===== config.mk =====
export PLATFORM = sky130hd
export DESIGN_NAME = glw_ctrl
export DESIGN_NICKNAME = d
export VERILOG_FILES = /design/src/hw/rtl/gauss_legendre_node_weight_generator_macros.svh /design/src/hw/rtl/glw_pkg.sv /design/src/hw/rtl/glw_ctrl.sv
export SDC_FILE = /design/constraint.sdc
export NUM_CORES = 1
export LEC_CHECK = 0
export BUFFER_PORTS_ARGS = -buffer_cell sky130_fd_sc_hd__buf_2
export CORE_MARGIN = 2
export CORE_UTILIZATION = 30
export DETAILED_ROUTE_END_ITERATION = 16
export GPL_TIMING_DRIVEN = 1
export SYNTH_ARGS = -nofsm -noshare
export SYNTH_HDL_FRONTEND = slang
export SYNTH_SLANG_ARGS = --single-unit

===== constraint.sdc =====
create_clock -name clk -period 2.3 [get_ports clk]
set_input_delay 0.23 -clock clk [delete_from_list [all_inputs] [get_ports clk]]
set_output_delay 0.23 -clock clk [all_outputs]
set_load 0.1 [all_outputs]

===== src/hw/rtl/gauss_legendre_node_weight_generator_macros.svh =====
// Assertion macros shared by the Gauss-Legendre generator RTL.
`ifndef GAUSS_LEGENDRE_NODE_WEIGHT_GENERATOR_MACROS_SVH
`define GAUSS_LEGENDRE_NODE_WEIGHT_GENERATOR_MACROS_SVH

// Same-cycle implication, clocked on clk and disabled during reset.
`define GLW_ASSERT_IMP(lbl, ante, cons, msg) \
  lbl: assert property (@(posedge clk) disable iff (!rst_n) (ante) |-> (cons)) \
    else $error(msg);

// Next-cycle implication, clocked on clk and disabled during reset.
`define GLW_ASSERT_NXT(lbl, ante, cons, msg) \
  lbl: assert property (@(posedge clk) disable iff (!rst_n) (ante) |=> (cons)) \
    else $error(msg);

`endif


===== src/hw/rtl/glw_pkg.sv =====
// Shared constants, types and arithmetic helpers of the Gauss-Legendre generator.
`default_nettype none
package glw_pkg;

  localparam int MAX_DEGREE = 16;
  localparam int FRAC_BITS  = 30;
  localparam int DEG_W      = 5;
  localparam int IDX_W      = 4;
  localparam int CNT_W      = 5;
  localparam int Q_W        = 32;
  localparam int STEP_W     = 31;
  localparam int SW_W       = 21;
  localparam int PROD_W     = 64;
  localparam int T_W        = 34;
  localparam int NUM_W      = 40;
  localparam int DVD_W      = 64;
  localparam int DVS_W      = 41;
  localparam int ITER_W     = 7;
  localparam int NSQ_W      = 9;
  localparam int OMX_W      = 31;
  localparam int QSQ_W      = 33;
  localparam int CFG_IDX_W  = 1;

  localparam logic [ITER_W-1:0] REC_DIV_ITERS = 7'd40;
  localparam logic [ITER_W-1:0] WT_DIV_ITERS  = 7'd64;

  localparam logic signed [Q_W-1:0] ONE_Q     = 32'sh4000_0000;
  localparam logic signed [Q_W-1:0] NEG_ONE_Q = 32'shC000_0000;
  localparam logic [PROD_W-1:0]     HALF_Q    = 64'h0000_0000_2000_0000;
  localparam logic [Q_W-1:0]        WEIGHT_MAX = 32'h8000_0000;

  localparam logic [STEP_W-1:0] STEP_RESET = 31'd107374;
  localparam logic [SW_W-1:0]   SW_RESET   = 21'd2;
  localparam logic [SW_W-1:0]   SW_MIN     = 21'd2;

  localparam logic [CFG_IDX_W-1:0] CFG_SCAN_STEP  = 1'b0;
  localparam logic [CFG_IDX_W-1:0] CFG_STOP_WIDTH = 1'b1;

  // Source of the polynomial argument.
  typedef enum logic [2:0] {
    EV_X     = 3'd0,
    EV_XSTEP = 3'd1,
    EV_A     = 3'd2,
    EV_MID   = 3'd3,
    EV_C     = 3'd4
  } ev_sel_t;

  // Operand pair of the shared multiplier.
  typedef enum logic [1:0] {
    MUL_PX = 2'd0,
    MUL_CC = 2'd1,
    MUL_PP = 2'd2
  } mul_sel_t;

  // Commands from the controller to the datapath.
  typedef struct packed {
    logic     item_load;
    logic     ev_load;
    ev_sel_t  ev_sel;
    logic     ev_nm1;
    logic     ev_init;
    logic     mul_go;
    mul_sel_t mul_sel;
    logic     t_load;
    logic     num1;
    logic     num2;
    logic     div_go_rec;
    logic     ev_upd;
    logic     pref_load;
    logic     scan_adv;
    logic     node_init;
    logic     bis_upd;
    logic     c_latch;
    logic     omx_load;
    logic     q_load;
    logic     den_load;
    logic     div_go_wt;
    logic     w_sat;
    logic     w_load;
    logic     emit;
    logic     emit_none;
  } cmd_t;

  // Status from the datapath to the controller.
  typedef struct packed {
    logic deg_zero;
    logic eval_done;
    logic div_done;
    logic scan_more;
    logic cnt_zero;
    logic bis_more;
    logic den_zero;
    logic last_node;
  } sts_t;

  // Rounds a Q x Q product to the fraction width, ties away from zero.
  function automatic logic signed [T_W-1:0] q_round(input logic signed [PROD_W-1:0] p);
    logic [PROD_W-1:0] mag;
    logic [PROD_W-1:0] r;
    mag = p[PROD_W-1] ? (~p + 64'd1) : p;
    r = (mag + HALF_Q) >> FRAC_BITS;
    q_round = p[PROD_W-1] ? -$signed(r[T_W-1:0]) : $signed(r[T_W-1:0]);
  endfunction

  // Saturates to the signed 32-bit range.
  function automatic logic signed [Q_W-1:0] sat32(input logic signed [NUM_W:0] v);
    if (v > $signed({10'b0, 31'h7FFF_FFFF})) begin
      sat32 = 32'sh7FFF_FFFF;
    end else if (v < $signed({10'h3FF, 31'h0})) begin
      sat32 = 32'sh8000_0000;
    end else begin
      sat32 = v[Q_W-1:0];
    end
  endfunction

  // True when the two values have strictly opposite signs.
  function automatic logic opposite(input logic signed [Q_W-1:0] u,
                                    input logic signed [Q_W-1:0] v);
    opposite = (u < 0 && v > 0) || (u > 0 && v < 0);
  endfunction

endpackage
`default_nettype wire


===== src/hw/rtl/glw_ctrl.sv =====
// Controller state machine: scan, bisection, weight and polynomial sequencing.
`default_nettype none
module glw_ctrl (
  input  wire logic          clk,
  input  wire logic          rst_n,
  input  wire logic          start,
  input  wire glw_pkg::sts_t sts,
  output glw_pkg::cmd_t      cmd,
  output logic               busy
);
  import glw_pkg::*;

  typedef enum logic [27:0] {
    S_IDLE      = 28'h0000001,
    S_SCAN_L    = 28'h0000002,
    S_SCAN_LR   = 28'h0000004,
    S_SCAN_CHK  = 28'h0000008,
    S_SCAN_RR   = 28'h0000010,
    S_NODE_INIT = 28'h0000020,
    S_PA        = 28'h0000040,
    S_PA_R      = 28'h0000080,
    S_BIS_CHK   = 28'h0000100,
    S_PC_R      = 28'h0000200,
    S_WT1       = 28'h0000400,
    S_WT2       = 28'h0000800,
    S_WT3       = 28'h0001000,
    S_WT4       = 28'h0002000,
    S_WT5       = 28'h0004000,
    S_WT6       = 28'h0008000,
    S_WT7       = 28'h0010000,
    S_OUT       = 28'h0020000,
    S_NONE      = 28'h0040000,
    E_START     = 28'h0080000,
    E_CHK       = 28'h0100000,
    E_MUL       = 28'h0200000,
    E_RND       = 28'h0400000,
    E_NUM1      = 28'h0800000,
    E_NUM2      = 28'h1000000,
    E_DIVS      = 28'h2000000,
    E_DIVW      = 28'h4000000,
    E_UPD       = 28'h8000000
  } state_t;

  state_t state_r, state_nxt;
  state_t ret_r, ret_nxt;

  // Next state and commands; E_* states form the shared polynomial routine.
  always_comb begin
    state_nxt = state_r;
    ret_nxt   = ret_r;
    cmd       = '0;
    unique case (state_r)
      S_IDLE: begin
        if (start && !sts.deg_zero) begin
          cmd.item_load = 1'b1;
          state_nxt     = S_SCAN_L;
        end
      end
      S_SCAN_L: begin
        cmd.ev_load = 1'b1;
        cmd.ev_sel  = EV_X;
        ret_nxt     = S_SCAN_LR;
        state_nxt   = E_START;
      end
      S_SCAN_LR: begin
        cmd.pref_load = 1'b1;
        state_nxt     = S_SCAN_CHK;
      end
      S_SCAN_CHK: begin
        if (sts.scan_more) begin
          cmd.ev_load = 1'b1;
          cmd.ev_sel  = EV_XSTEP;
          ret_nxt     = S_SCAN_RR;
          state_nxt   = E_START;
        end else if (sts.cnt_zero) begin
          state_nxt = S_NONE;
        end else begin
          state_nxt = S_NODE_INIT;
        end
      end
      S_SCAN_RR: begin
        cmd.scan_adv = 1'b1;
        state_nxt    = S_SCAN_CHK;
      end
      S_NODE_INIT: begin
        cmd.node_init = 1'b1;
        state_nxt     = S_PA;
      end
      S_PA: begin
        cmd.ev_load = 1'b1;
        cmd.ev_sel  = EV_A;
        ret_nxt     = S_PA_R;
        state_nxt   = E_START;
      end
      S_PA_R: begin
        cmd.pref_load = 1'b1;
        state_nxt     = S_BIS_CHK;
      end
      S_BIS_CHK: begin
        if (sts.bis_more) begin
          cmd.ev_load = 1'b1;
          cmd.ev_sel  = EV_MID;
          ret_nxt     = S_PC_R;
          state_nxt   = E_START;
        end else begin
          cmd.c_latch = 1'b1;
          state_nxt   = S_WT1;
        end
      end
      S_PC_R: begin
        cmd.bis_upd = 1'b1;
        state_nxt   = S_BIS_CHK;
      end
      S_WT1: begin
        cmd.mul_go  = 1'b1;
        cmd.mul_sel = MUL_CC;
        state_nxt   = S_WT2;
      end
      S_WT2: begin
        cmd.omx_load = 1'b1;
        cmd.ev_load  = 1'b1;
        cmd.ev_sel   = EV_C;
        cmd.ev_nm1   = 1'b1;
        ret_nxt      = S_WT3;
        state_nxt    = E_START;
      end
      S_WT3: begin
        cmd.mul_go  = 1'b1;
        cmd.mul_sel = MUL_PP;
        state_nxt   = S_WT4;
      end
      S_WT4: begin
        cmd.q_load = 1'b1;
        state_nxt  = S_WT5;
      end
      S_WT5: begin
        cmd.den_load = 1'b1;
        state_nxt    = S_WT6;
      end
      S_WT6: begin
        if (sts.den_zero) begin
          cmd.w_sat = 1'b1;
          state_nxt = S_OUT;
        end else begin
          cmd.div_go_wt = 1'b1;
          state_nxt     = S_WT7;
        end
      end
      S_WT7: begin
        if (sts.div_done) begin
          cmd.w_load = 1'b1;
          state_nxt  = S_OUT;
        end
      end
      S_OUT: begin
        cmd.emit  = 1'b1;
        state_nxt = sts.last_node ? S_IDLE : S_NODE_INIT;
      end
      S_NONE: begin
        cmd.emit_none = 1'b1;
        state_nxt     = S_IDLE;
      end
      E_START: begin
        cmd.ev_init = 1'b1;
        state_nxt   = E_CHK;
      end
      E_CHK: begin
        state_nxt = sts.eval_done ? ret_r : E_MUL;
      end
      E_MUL: begin
        cmd.mul_go  = 1'b1;
        cmd.mul_sel = MUL_PX;
        state_nxt   = E_RND;
      end
      E_RND: begin
        cmd.t_load = 1'b1;
        state_nxt  = E_NUM1;
      end
      E_NUM1: begin
        cmd.num1  = 1'b1;
        state_nxt = E_NUM2;
      end
      E_NUM2: begin
        cmd.num2  = 1'b1;
        state_nxt = E_DIVS;
      end
      E_DIVS: begin
        cmd.div_go_rec = 1'b1;
        state_nxt      = E_DIVW;
      end
      E_DIVW: begin
        if (sts.div_done) begin
          state_nxt = E_UPD;
        end
      end
      E_UPD: begin
        cmd.ev_upd = 1'b1;
        state_nxt  = E_CHK;
      end
      default: begin
        state_nxt = S_IDLE;
      end
    endcase
  end

  always_ff @(posedge clk) begin
    if (!rst_n) begin
      state_r <= S_IDLE;
      ret_r   <= S_IDLE;
    end else begin
      state_r <= state_nxt;
      ret_r   <= ret_nxt;
    end
  end

  assign busy = (state_r != S_IDLE);

endmodule
`default_nettype wire


==> results of run 1 <==
through the flow:
step                hold WS (ns)  setup slack, ns
finish                     0.136           -0.206
floorplan                  0.292           -0.511
global route               0.133           -0.287
CTS                        0.139           -0.191
detailed placement         0.439           0.0231
global placement           0.434           0.0566
how the worst max path moves through the flow:
stage	startpoint	to	slack (ns)	depth (start not counted)
2_1_floorplan	state_r[25]$_SDFFE_PN0P_	state_r[0]$_SDFFE_PN1P_	-0.51	8
3_3_place_gp	state_r[24]$_SDFFE_PN0P_	state_r[19]$_SDFFE_PN0P_	0.06	7
6_report	state_r[16]$_SDFFE_PN0P_	cmd[14]	-0.21	6
4_1_cts	state_r[12]$_SDFFE_PN0P_	cmd[17]	-0.19	6
3_5_place_dp	state_r[7]$_SDFFE_PN0P_	cmd[14]	0.02	5
5_1_grt	state_r[9]$_SDFFE_PN0P_	cmd[17]	-0.29	6
worst max-delay path, cell delays in order, from the launching register on:
cell and delay, ns:
dfxtp_4 0.36, nor4_4 0.35, buf_4 0.19, nand2_2 0.05, or4_4 0.53, nor3b_4 0.27, buf_12 0.21
cell families (layout without fill, tap and decap cells):
group	Yosys count	after routing	share of synthesized area [%]
simple gates	157	157	52.7
compound gates	19	19	6.28
xor+xnor	3	3	1.35
flops	34	34	34.9
buf+inv	17	125	4.81
what timing repair did:
action                                  CTS  global route
buffers inserted                         24            13
pin swaps                                21            21
cloned                                    0             1
endpoints found under the setup margin   24            41
resized for setup                        48            36
endpoints found under the hold margin     0             0
power breakdown:
part	leakage, nW	switching, mW	total, mW	internal, mW
clock	0.0482	0.223	0.464	0.241
sequential	0.290	0.00651	0.588	0.581
combinational	1.15	0.135	0.244	0.108
area by class of cell:
cell class / count / area, um2
fill: 514 / 2510
timing repair buffer: 109 / 1250
tap: 77 / 96.3
inverter: 8 / 37.5
clock inverter: 1 / 5.00
clock buffer: 7 / 86.3
multi-input combinational: 179 / 1590
sequential: 34 / 739
state kept, by name (all words and copies together), names as in the netlist:
register and cells:
state_r 28, ret_r 6
cell usage in the layout (no fill, tap or decap), drive strengths merged, types with 3 or more instances in the layout:
cell and n:
buf 108, dfxtp 34, nor2 26, nor3 23, nand2 20, nor4 16, a21oi 12, nand4 10
or4b 9, clkbuf 8, nand4b 7, or4 7, inv 6, nor4b 6, and2 6, nand2b 5
nor3b 4, or2 3, nor2b 3, or3 3
synth_stat cells, drive strengths merged:
cell type   n
dfxtp      34
or4         7
inv         8
o21bai      1
nand4      10
nor4bb      1
o22ai       1
clkbuf      1
buf         8
and2        6
a31oi       1
nand3b      2
nand4b      7
and3        2
and4        1
or2         3
nor4       16
or3         3
xor2        1
nand3       2
nor2b       3
xnor2       2
or4b        9
nand2b      5
a2111oi     2
nor2       26
o31ai       1
nand2      20
a21oi      12
o21ai       1
and4b       1
nor3       23
nor3b       4
nor4b       6
per-layer routing:
metal  vias to the layer above  global-route usage, %  wire, um
met1                      1091                   24.7      3040
met2                        72                   34.1      3600
met5                         -                      0         0
met4                         0                   6.78       144
li1                       1093                      -         -
met3                        19                   4.92       364
==> metrics.md, run 1 <==
| Metric | Value |
|---|---|
| Cell variety after synth | between 40 and 50 |
| Max Root-Sink Buffers | 2 |
| Core area | approximately 0.0063 mm2 |
| Via count | 2,275 |
| Lkg Pwr | ~1.5 nW |
| End of the worst hold path | state_r[21]$_SDFFE_PN0P_ |
| Fin util | ~60% |
| Post-DP HPWL | approximately 4900 um |
| Detail Route Antenna Nets | 0 |
| Min cycle time layout | roughly 2.5 ns |
| Die Y | roughly 85 um |
| Die ar. | 0.00717 mm2 |
| # port buffers | 39 |
| Total track usage | about a fifth |
| Biggest area consumer among synthesized cells | dfxtp_1 |
| Clk Latency, worst-skew pair | approximately 0.30 ns |
| Die width | 84.7 um |
| R2R depth | 9 |
| Post-synth net total | 241 |
| Placed instance count | ~370 |
| WL per Instance | ~17 um |
| Slew Limit Headroom | between 70 and 80% |
| Top cells by area, synth | dfxtp_1 35%, nor3_1 5.9%, nor2_1 5.0%, or4b_2 4.6%, nand2_1 3.7% |
| Synth Warn # | 0 |
| Num CTS Buffers | 5 |
| First DRT Iteration DRCs | between 100 and 150 |
| Worst Hold Class | in -> reg |
| # setup viols final | 16 |
| CTS tree | done |
| CTS Hold Bufs | 0 |
| Skew final | about 0.013 ns |
| Clk slew on worst S/H paths | about 0.08 ns |
| WS Path Type | reg -> out |
| Post-Syn Area | about 0.0020 mm2 |
| Slew Viols, Final | 0 |
| Critical path startpoint category | register |
| Register area share after synthesis | around a third |
| # IOs | 40 |
| Worst Hold Path Cells | 2 |
| Critical path endpoint category | output port |
| Post-synthesis cell count | 230 |
| Initial Utilization | a little under a third |
| Maximum vdd drop | 0.000304 V |
| Placed Area | between 0.003 and 0.004 mm2 |
| Status | finished, violations left |
| Reg2reg end | state_r[22]$_SDFFE_PN0P_ |
| Number of global-route vias before repair | 2,221 |
| Antenna Cells | 0 |
| R2R Setup Slk | approximately 0.020 ns |
| Residual DRC count | 0 |
| H-tree Lvls | 2 |
| Final Hold Viols | 0 |
| TritonRoute pass-1 iters | 4 |
| Top cell type's share of synthesized area | between 30% and 40% |
| Final net count | 348 |
| Max Freq | ~0.4 GHz |
| CTS root buffer | clkbuf_8 |
| GPL Wtd Cong | just under 0.9 |
| Period utilization | 109% |
| Largest net degree at the start of global routing | 18 |
| Synth Register Bits | 34 |
| Crit path max fanout | 3 |
| Failing checks | setup timing |
| Total global routing overflow | 0 |
| Row cnt | 29 |
| Non-filler cells, final | 415 |
| TNS Setup | -1.39 ns |
| Overall power | around 1.3 mW |
| Mean post-synth cell area | approximately 8.5 um2 |
| Initial antenna violation count | 0 |
| Critical R2R Launch | state_r[16]$_SDFFE_PN0P_ |
| Pwr per Cell Area | 341 mW/mm2 |
| Slew of the pin with the lowest slew margin | around 0.42 ns |
| Worst path required time | between 2 and 2.5 ns |
| RSZ-0062 raised after global routing | yes |
| Max-cap viol count | 0 |
| DRT Wirelength | ~7200 um |
| Layout area overhead | 94.7% |
| Hold path start | sts[6] |
| Share of cells above drive strength 1 | around 63% |
| Sink Count | 34 |
| Drt via density | about 5.5 |
| First-pass GRT wire length | roughly 11,000 um |
| Critical Path AT | about 2.3 ns |
| Setup ws final | -0.206 ns |
| Design area | roughly 0.0038 mm2 |
No activity file was read; power rests on OpenSTA's default activity.
==> run 2: changes to the inputs <==
==> constraint.sdc (replaced) <==
create_clock -name clk -period 2.3 [get_ports clk]
set_input_delay 0.23 -clock clk [delete_from_list [all_inputs] [get_ports clk]]
set_output_delay 0.23 -clock clk [all_outputs]
set_load 0.005 [all_outputs]
==> metrics.md, run 2 (synthesis results as in run 1) <==
| Metric | Value |
|---|---|
| Largest net degree at the start of global routing | 11 (-7) |
| Period utilization | 101% (-7.6 points) |
| Commonest non-fill, non-tap cell in the layout | buf_4 |
| Maximum vdd drop | 0.000269 V (-11%) |
| CTS Hold Bufs | 0 (unchanged) |
| Core area | 0.00631 mm2 (unchanged) |
| Row cnt | 29 (unchanged) |
| Slew Limit Headroom | 68.8% (-2.9 points) |
| Crit path max fanout | 5 (+2) |
| Critical path startpoint category | register |
| Max Freq | 0.429 GHz (+7.5%) |
| TritonRoute pass-1 iters | 4 (unchanged) |
| Worst Hold Class | in -> reg |
| Final Hold Viols | 0 (unchanged) |
| Detail Route Antenna Nets | 0 (unchanged) |
| GPL Wtd Cong | 0.818 (-5.4%) |
| Max reg flops | 28 (unchanged) |
| First DRT Iteration DRCs | 119 (-16%) |
| Largest regs | state_r (28), ret_r (6) |
| Worst path required time | 2.07 ns (about the same) |
| Non-filler cells, final | 396 (-4.6%) |
| Setup ws final | -0.0322 ns (+0.174 ns) |
| Initial Utilization | 30.9% (unchanged) |
| # port buffers | 39 (unchanged) |
| Die ar. | 0.00717 mm2 (unchanged) |
| Overall power | 1.27 mW (-2.3%) |
| # setup viols final | 2 (-14) |
| Die width | 84.7 um (unchanged) |
| H-tree Lvls | 2 (unchanged) |
| Slew of the pin with the lowest slew margin | 0.457 ns (+0.0324 ns) |
| Num CTS Buffers | 5 (unchanged) |
| DRT Wirelength | 6270 um (-12%) |
| Clk Latency, worst-skew pair | 0.30 ns (about the same) |
| Placed instance count | 362 (-2.4%) |
| First-pass GRT wire length | 9530 um (-15%) |
| Share of cells above drive strength 1 | 48.3% (-14 points) |
| Placed Area | 0.00237 mm2 (-25%) |
| Antenna Cells | 0 (unchanged) |
| Number of global-route vias before repair | 1,915 (-14%) |
| Clk slew on worst S/H paths | 0.07 ns (about the same) |
| RSZ-0062 raised after global routing | yes |
| Status | finished, violations left |
| Final net count | 329 (-5.5%) |
| Total track usage | 17.0% (-3.1 points) |
| Initial antenna violation count | 0 (unchanged) |
| Design area | 0.00286 mm2 (-25%) |
| Layout area overhead | 46.4% |
| # IOs | 40 (unchanged) |
| Pwr per Cell Area | 443 mW/mm2 (+30%) |
| Total global routing overflow | 0 (unchanged) |
| Lkg Pwr | 1.26 nW (-15%) |
| WL per Instance | 15.8 um (-8.1%) |
| Critical Path AT | 2.10 ns (-0.18 ns) |
| Via count | 2,134 (-6.2%) |
| Residual DRC count | 0 (unchanged) |
| Largest Register | state_r |
| Critical path endpoint category | output port |
| Sink Count | 34 (unchanged) |
| Slew Viols, Final | 0 (unchanged) |
| Failing checks | setup timing |
| CTS tree | done |
| Max-cap viol count | 0 (unchanged) |
| Skew final | 0.0101 ns (-0.00340 ns) |
| Most frequent cells in the layout | 51 x buf_4, 38 x buf_2, 24 x nor2_1 |
| Post-DP HPWL | 4520 um (-7.3%) |
| Min cycle time layout | 2.33 ns (-0.174 ns) |
| Drt via density | 5.39 (-1.7%) |
| CTS root buffer | clkbuf_8 |
| Die Y | 84.7 um (unchanged) |
| WS Path Type | reg -> out |
| Max Root-Sink Buffers | 2 (unchanged) |
-- run 2: cell count changes in the layout (fill, tap and decap cells not counted), moves of 6 or more --
cell | previous run | this run
buf_2 | 10 | 38
dfxtp_1 | 9 | 22
nor2_1 | 18 | 24
dfxtp_2 | 14 | 8
dfxtp_4 | 11 | 4
nor2_4 | 8 | 0
buf_12 | 31 | 0
nor3_1 | 12 | 19
nor3_4 | 9 | 0
buf_6 | 14 | 1
-- run 2: final cells by class --
cell class	count	area, um2
Clock buffer	8	110
Tap cell	77	96.3
Sequential cell	34	706
Timing Repair Buffer	90	584
Inverter	8	30.0
Fill cell	637	3460
Multi-Input combinational cell	179	1330
-- run 2: critical path, cell delays in order (launching register included) --
cell and delay [ns]:
dfxtp_2 0.35, nor4_4 0.33, buf_4 0.18, nand2_2 0.07, or4_4 0.52, nor3b_4 0.20
buf_2 0.15
-- run 2: worst paths after layout --
check | from | end | slack (ns) | cells past startpoint
worst max-delay path | state_r[14]$_SDFFE_PN0P_ | cmd[14] | -0.03 | 6
worst min-delay path | sts[6] | state_r[21]$_SDFFE_PN0P_ | 0.16 | 2
worst max register to register | state_r[19]$_SDFFE_PN0P_ | state_r[8]$_SDFFE_PN0P_ | 0.23 | 8
worst min register to register | ret_r[4]$_SDFFE_PN0P_ | ret_r[4]$_SDFFE_PN0P_ | 0.44 | 2
-- run 2: layer usage --
metal / up-vias / wire [um] / track usage [%]
met1: 1020 / 2760 / 21.9
met5: - / 0 / 0
met2: 62 / 3060 / 28.3
li1: 1044 / - / -
met3: 8 / 366 / 4.13
met4: 0 / 92 / 4.47
-- run 2: repair_timing --
| item | in CTS | in global routing |
|---|---|---|
| pin swaps | 10 | 19 |
| setup buffers | 10 | 16 |
| setup endpoints to repair | 15 | 18 |
| resized for setup | 26 | 20 |
-- run 2: per-stage QoR --
stage	hold WS (ns)	worst slack [ns]	utilization [%]	TNS, ns
after CTS	0.153	-0.0252	42.2	-0.0450
final	0.156	-0.0322	45.3	-0.0442
after global placement	0.430	0.0715	37.5	0
after global routing	0.149	-0.151	45.3	-0.670
after floorplan	0.292	0.0998	-	0
after detailed placement	0.431	0.0711	37.5	0
-- run 2: power breakdown --
part	total, mW	switching (mW)	internal, mW
clock network	0.528	0.225	0.302
registers	0.596	0.00662	0.589
logic	0.143	0.0737	0.0695
==> run 3: changes to the inputs <==
==> constraint.sdc (replaced) <==
create_clock -name clk -period 2.5 [get_ports clk]
set_input_delay 0.25 -clock clk [delete_from_list [all_inputs] [get_ports clk]]
set_output_delay 0.25 -clock clk [all_outputs]
set_load 0.005 [all_outputs]
==> metrics.md, run 3 (synthesis results as in run 1) <==
| Metric | Value |
|---|---|
| Largest Register | state_r |
| Initial antenna violation count | 0 (unchanged) |
| Antenna Cells | 0 (unchanged) |
| Initial Utilization | 30.9% (unchanged) |
| WL per Instance | 16.1 um (+1.7%) |
| DRT Wirelength | 6030 um (-4.0%) |
| Lkg Pwr | 1.12 nW (-11%) |
| Global routing's busiest layer | met2 |
| Max Freq | about 0.42 GHz |
| Pwr per Cell Area | 417 mW/mm2 (-5.9%) |
| Core area | 0.00631 mm2 (unchanged) |
| Sw Ratio | 24.5% (+0.40 points) |
| Die Y | 84.7 um (unchanged) |
| Via count | 2,052 (-3.8%) |
| # setup viols final | 0 (-2) |
| Max reg flops | 28 (unchanged) |
| Placed Area | 0.00234 mm2 (-0.95%) |
| TritonRoute pass-1 iters | 4 (unchanged) |
| # port buffers | 39 (unchanged) |
| Detail Route Antenna Nets | 0 (unchanged) |
| GPL Wtd Cong | 0.847 (+3.5%) |
| Critical path endpoint category | output port |
| Largest net degree at the start of global routing | 15 (+4) |
| Worst Hold Class | in -> reg |
| Post-DP HPWL | 4490 um (-0.57%) |
| H-tree Lvls | 2 (unchanged) |
| Comb pwr share | 11.0% (-0.3 points) |
| P_int | 0.811 mW (-16%) |
| Crit path max fanout | 6 (+1) |
| CTS tree | done |
| Fin util | 40.8% (-4.5 points) |
| Status | finished clean |
| Reg power frac | 51.2% (+4.2 points) |
| Commonest non-fill, non-tap cell in the layout | buf_2 |
| Grt met1 use | 21.6% (-0.30 points) |
| Sw power | 0.263 mW (-14%) |
| Total track usage | 16.6% (-0.31 points) |
| Power share of the clock group | 37.8% (-3.9 points) |
| Slew Viols, Final | 0 (unchanged) |
| Worst path required time | 2.25 ns (+0.18 ns) |
| Slew of the pin with the lowest slew margin | 0.466 ns (+0.00951 ns) |
| Slew Limit Headroom | 68.1% (-0.65 points) |
| # IOs | 40 (unchanged) |
| Maximum vdd drop | 0.000189 V (-30%) |
| Residual DRC count | 0 (unchanged) |
| First-pass GRT wire length | 9440 um (-0.93%) |
| Share of cells above drive strength 1 | 38.0% (-10 points) |
| Die width | 84.7 um (unchanged) |
| Largest regs | state_r (28), ret_r (6) |
| Max-cap viol count | 0 (unchanged) |
| Final net count | 309 (-6.1%) |
| CTS root buffer | clkbuf_8 |
| Period utilization | 95.7% |
| Num CTS Buffers | 5 (unchanged) |
| Total global routing overflow | 0 (unchanged) |
| First DRT Iteration DRCs | 166 (+39%) |
| Row cnt | 29 (unchanged) |
| Critical path startpoint category | register |
| M2 GR Usage | 26.8% (-1.6 points) |
| Final Hold Viols | 0 (unchanged) |
| Most frequent cells in the layout | 39 x buf_2, 32 x dfxtp_1, 31 x buf_4 |
| Die ar. | 0.00717 mm2 (unchanged) |
| Max Root-Sink Buffers | 2 (unchanged) |
| Min cycle time layout | between 2 and 2.5 ns |
| Design area | 0.00257 mm2 (-9.9%) |
| Critical Path AT | 2.14 ns (+0.04 ns) |
| WS Path Type | reg -> out |
| Met3 Use GR | 4.13% (unchanged) |
| Clk slew on worst S/H paths | 0.07 ns (about the same) |
| Number of global-route vias before repair | 1,929 (+0.73%) |
| Layout area overhead | 31.9% |
| Skew final | 0.0125 ns (+0.00237 ns) |
| Sink Count | 34 (unchanged) |
| Clk Latency, worst-skew pair | 0.29 ns (about the same) |
| Drt via density | 5.49 (+1.8%) |
[run 3: repair_timing]
item	CTS	global route
setup buffers	2	7
resized for setup	2	14
endpoints found under the setup margin	3	11
cloned	0	0
hold buffers	0	0
pin swaps	2	6
[run 3: routing by layer]
layer / wire [um] / vias to the layer above
met5: 0 / -
met4: 113 / 0
met3: 315 / 13
met2: 2810 / 60
met1: 2790 / 983
li1: - / 996
[run 3: power groups by stage]
stage	Combinational (mW)	Clock (mW)	Sequential, mW
6_report	0.118	0.407	0.550
5_1_grt	0.128	0.434	0.550
4_1_cts	0.111	0.411	0.550
3_5_place_dp	0.109	0	0.562
3_3_place_gp	0.111	0	0.562
2_1_floorplan	0.0603	0	0.561
[run 3: final cells by class]
cell class,count,area (um2)
fillers,651,3740
multi-input cells,179,1250
flip-flops and latches,34,683
repair buffers,70,428
well taps,77,96.3
clock buffers,6,82.6
inverters,8,30.0
[run 3: stage by stage]
| step | power [mW] | cells | setup TNS, ns | hold WS [ns] | worst slack [ns] |
|---|---|---|---|---|---|
| after global routing | 1.11 | 374 | -0.0162 | 0.155 | -0.0125 |
| after floorplan | 0.621 | 230 | 0 | 0.312 | 0.300 |
| after global placement | 0.673 | 359 | 0 | 0.432 | 0.194 |
| after detailed placement | 0.671 | 359 | 0 | 0.436 | 0.189 |
| after CTS | 1.07 | 367 | 0 | 0.153 | 0.00539 |
| final | 1.07 | 374 | 0 | 0.162 | 0.106 |
[run 3: final timing paths]
kind,from,endpoint,slack [ns],depth (start not counted)
hold / removal,sts[6],state_r[21]$_SDFFE_PN0P_,0.16,2
setup reg to reg,state_r[16]$_SDFFE_PN0P_,state_r[19]$_SDFFE_PN0P_,0.20,7
setup / recovery,state_r[27]$_SDFFE_PN0P_,cmd[20],0.11,8
hold reg to reg,ret_r[4]$_SDFFE_PN0P_,ret_r[4]$_SDFFE_PN0P_,0.44,2
[run 3: critical path, stage by stage, from the launching register on]
cell	delay (ns)
dfxtp_1	0.37
nor4_4	0.43
buf_4	0.19
buf_4	0.10
buf_4	0.12
nand4_1	0.16
nor2_2	0.18
or3_1	0.19
buf_2	0.13
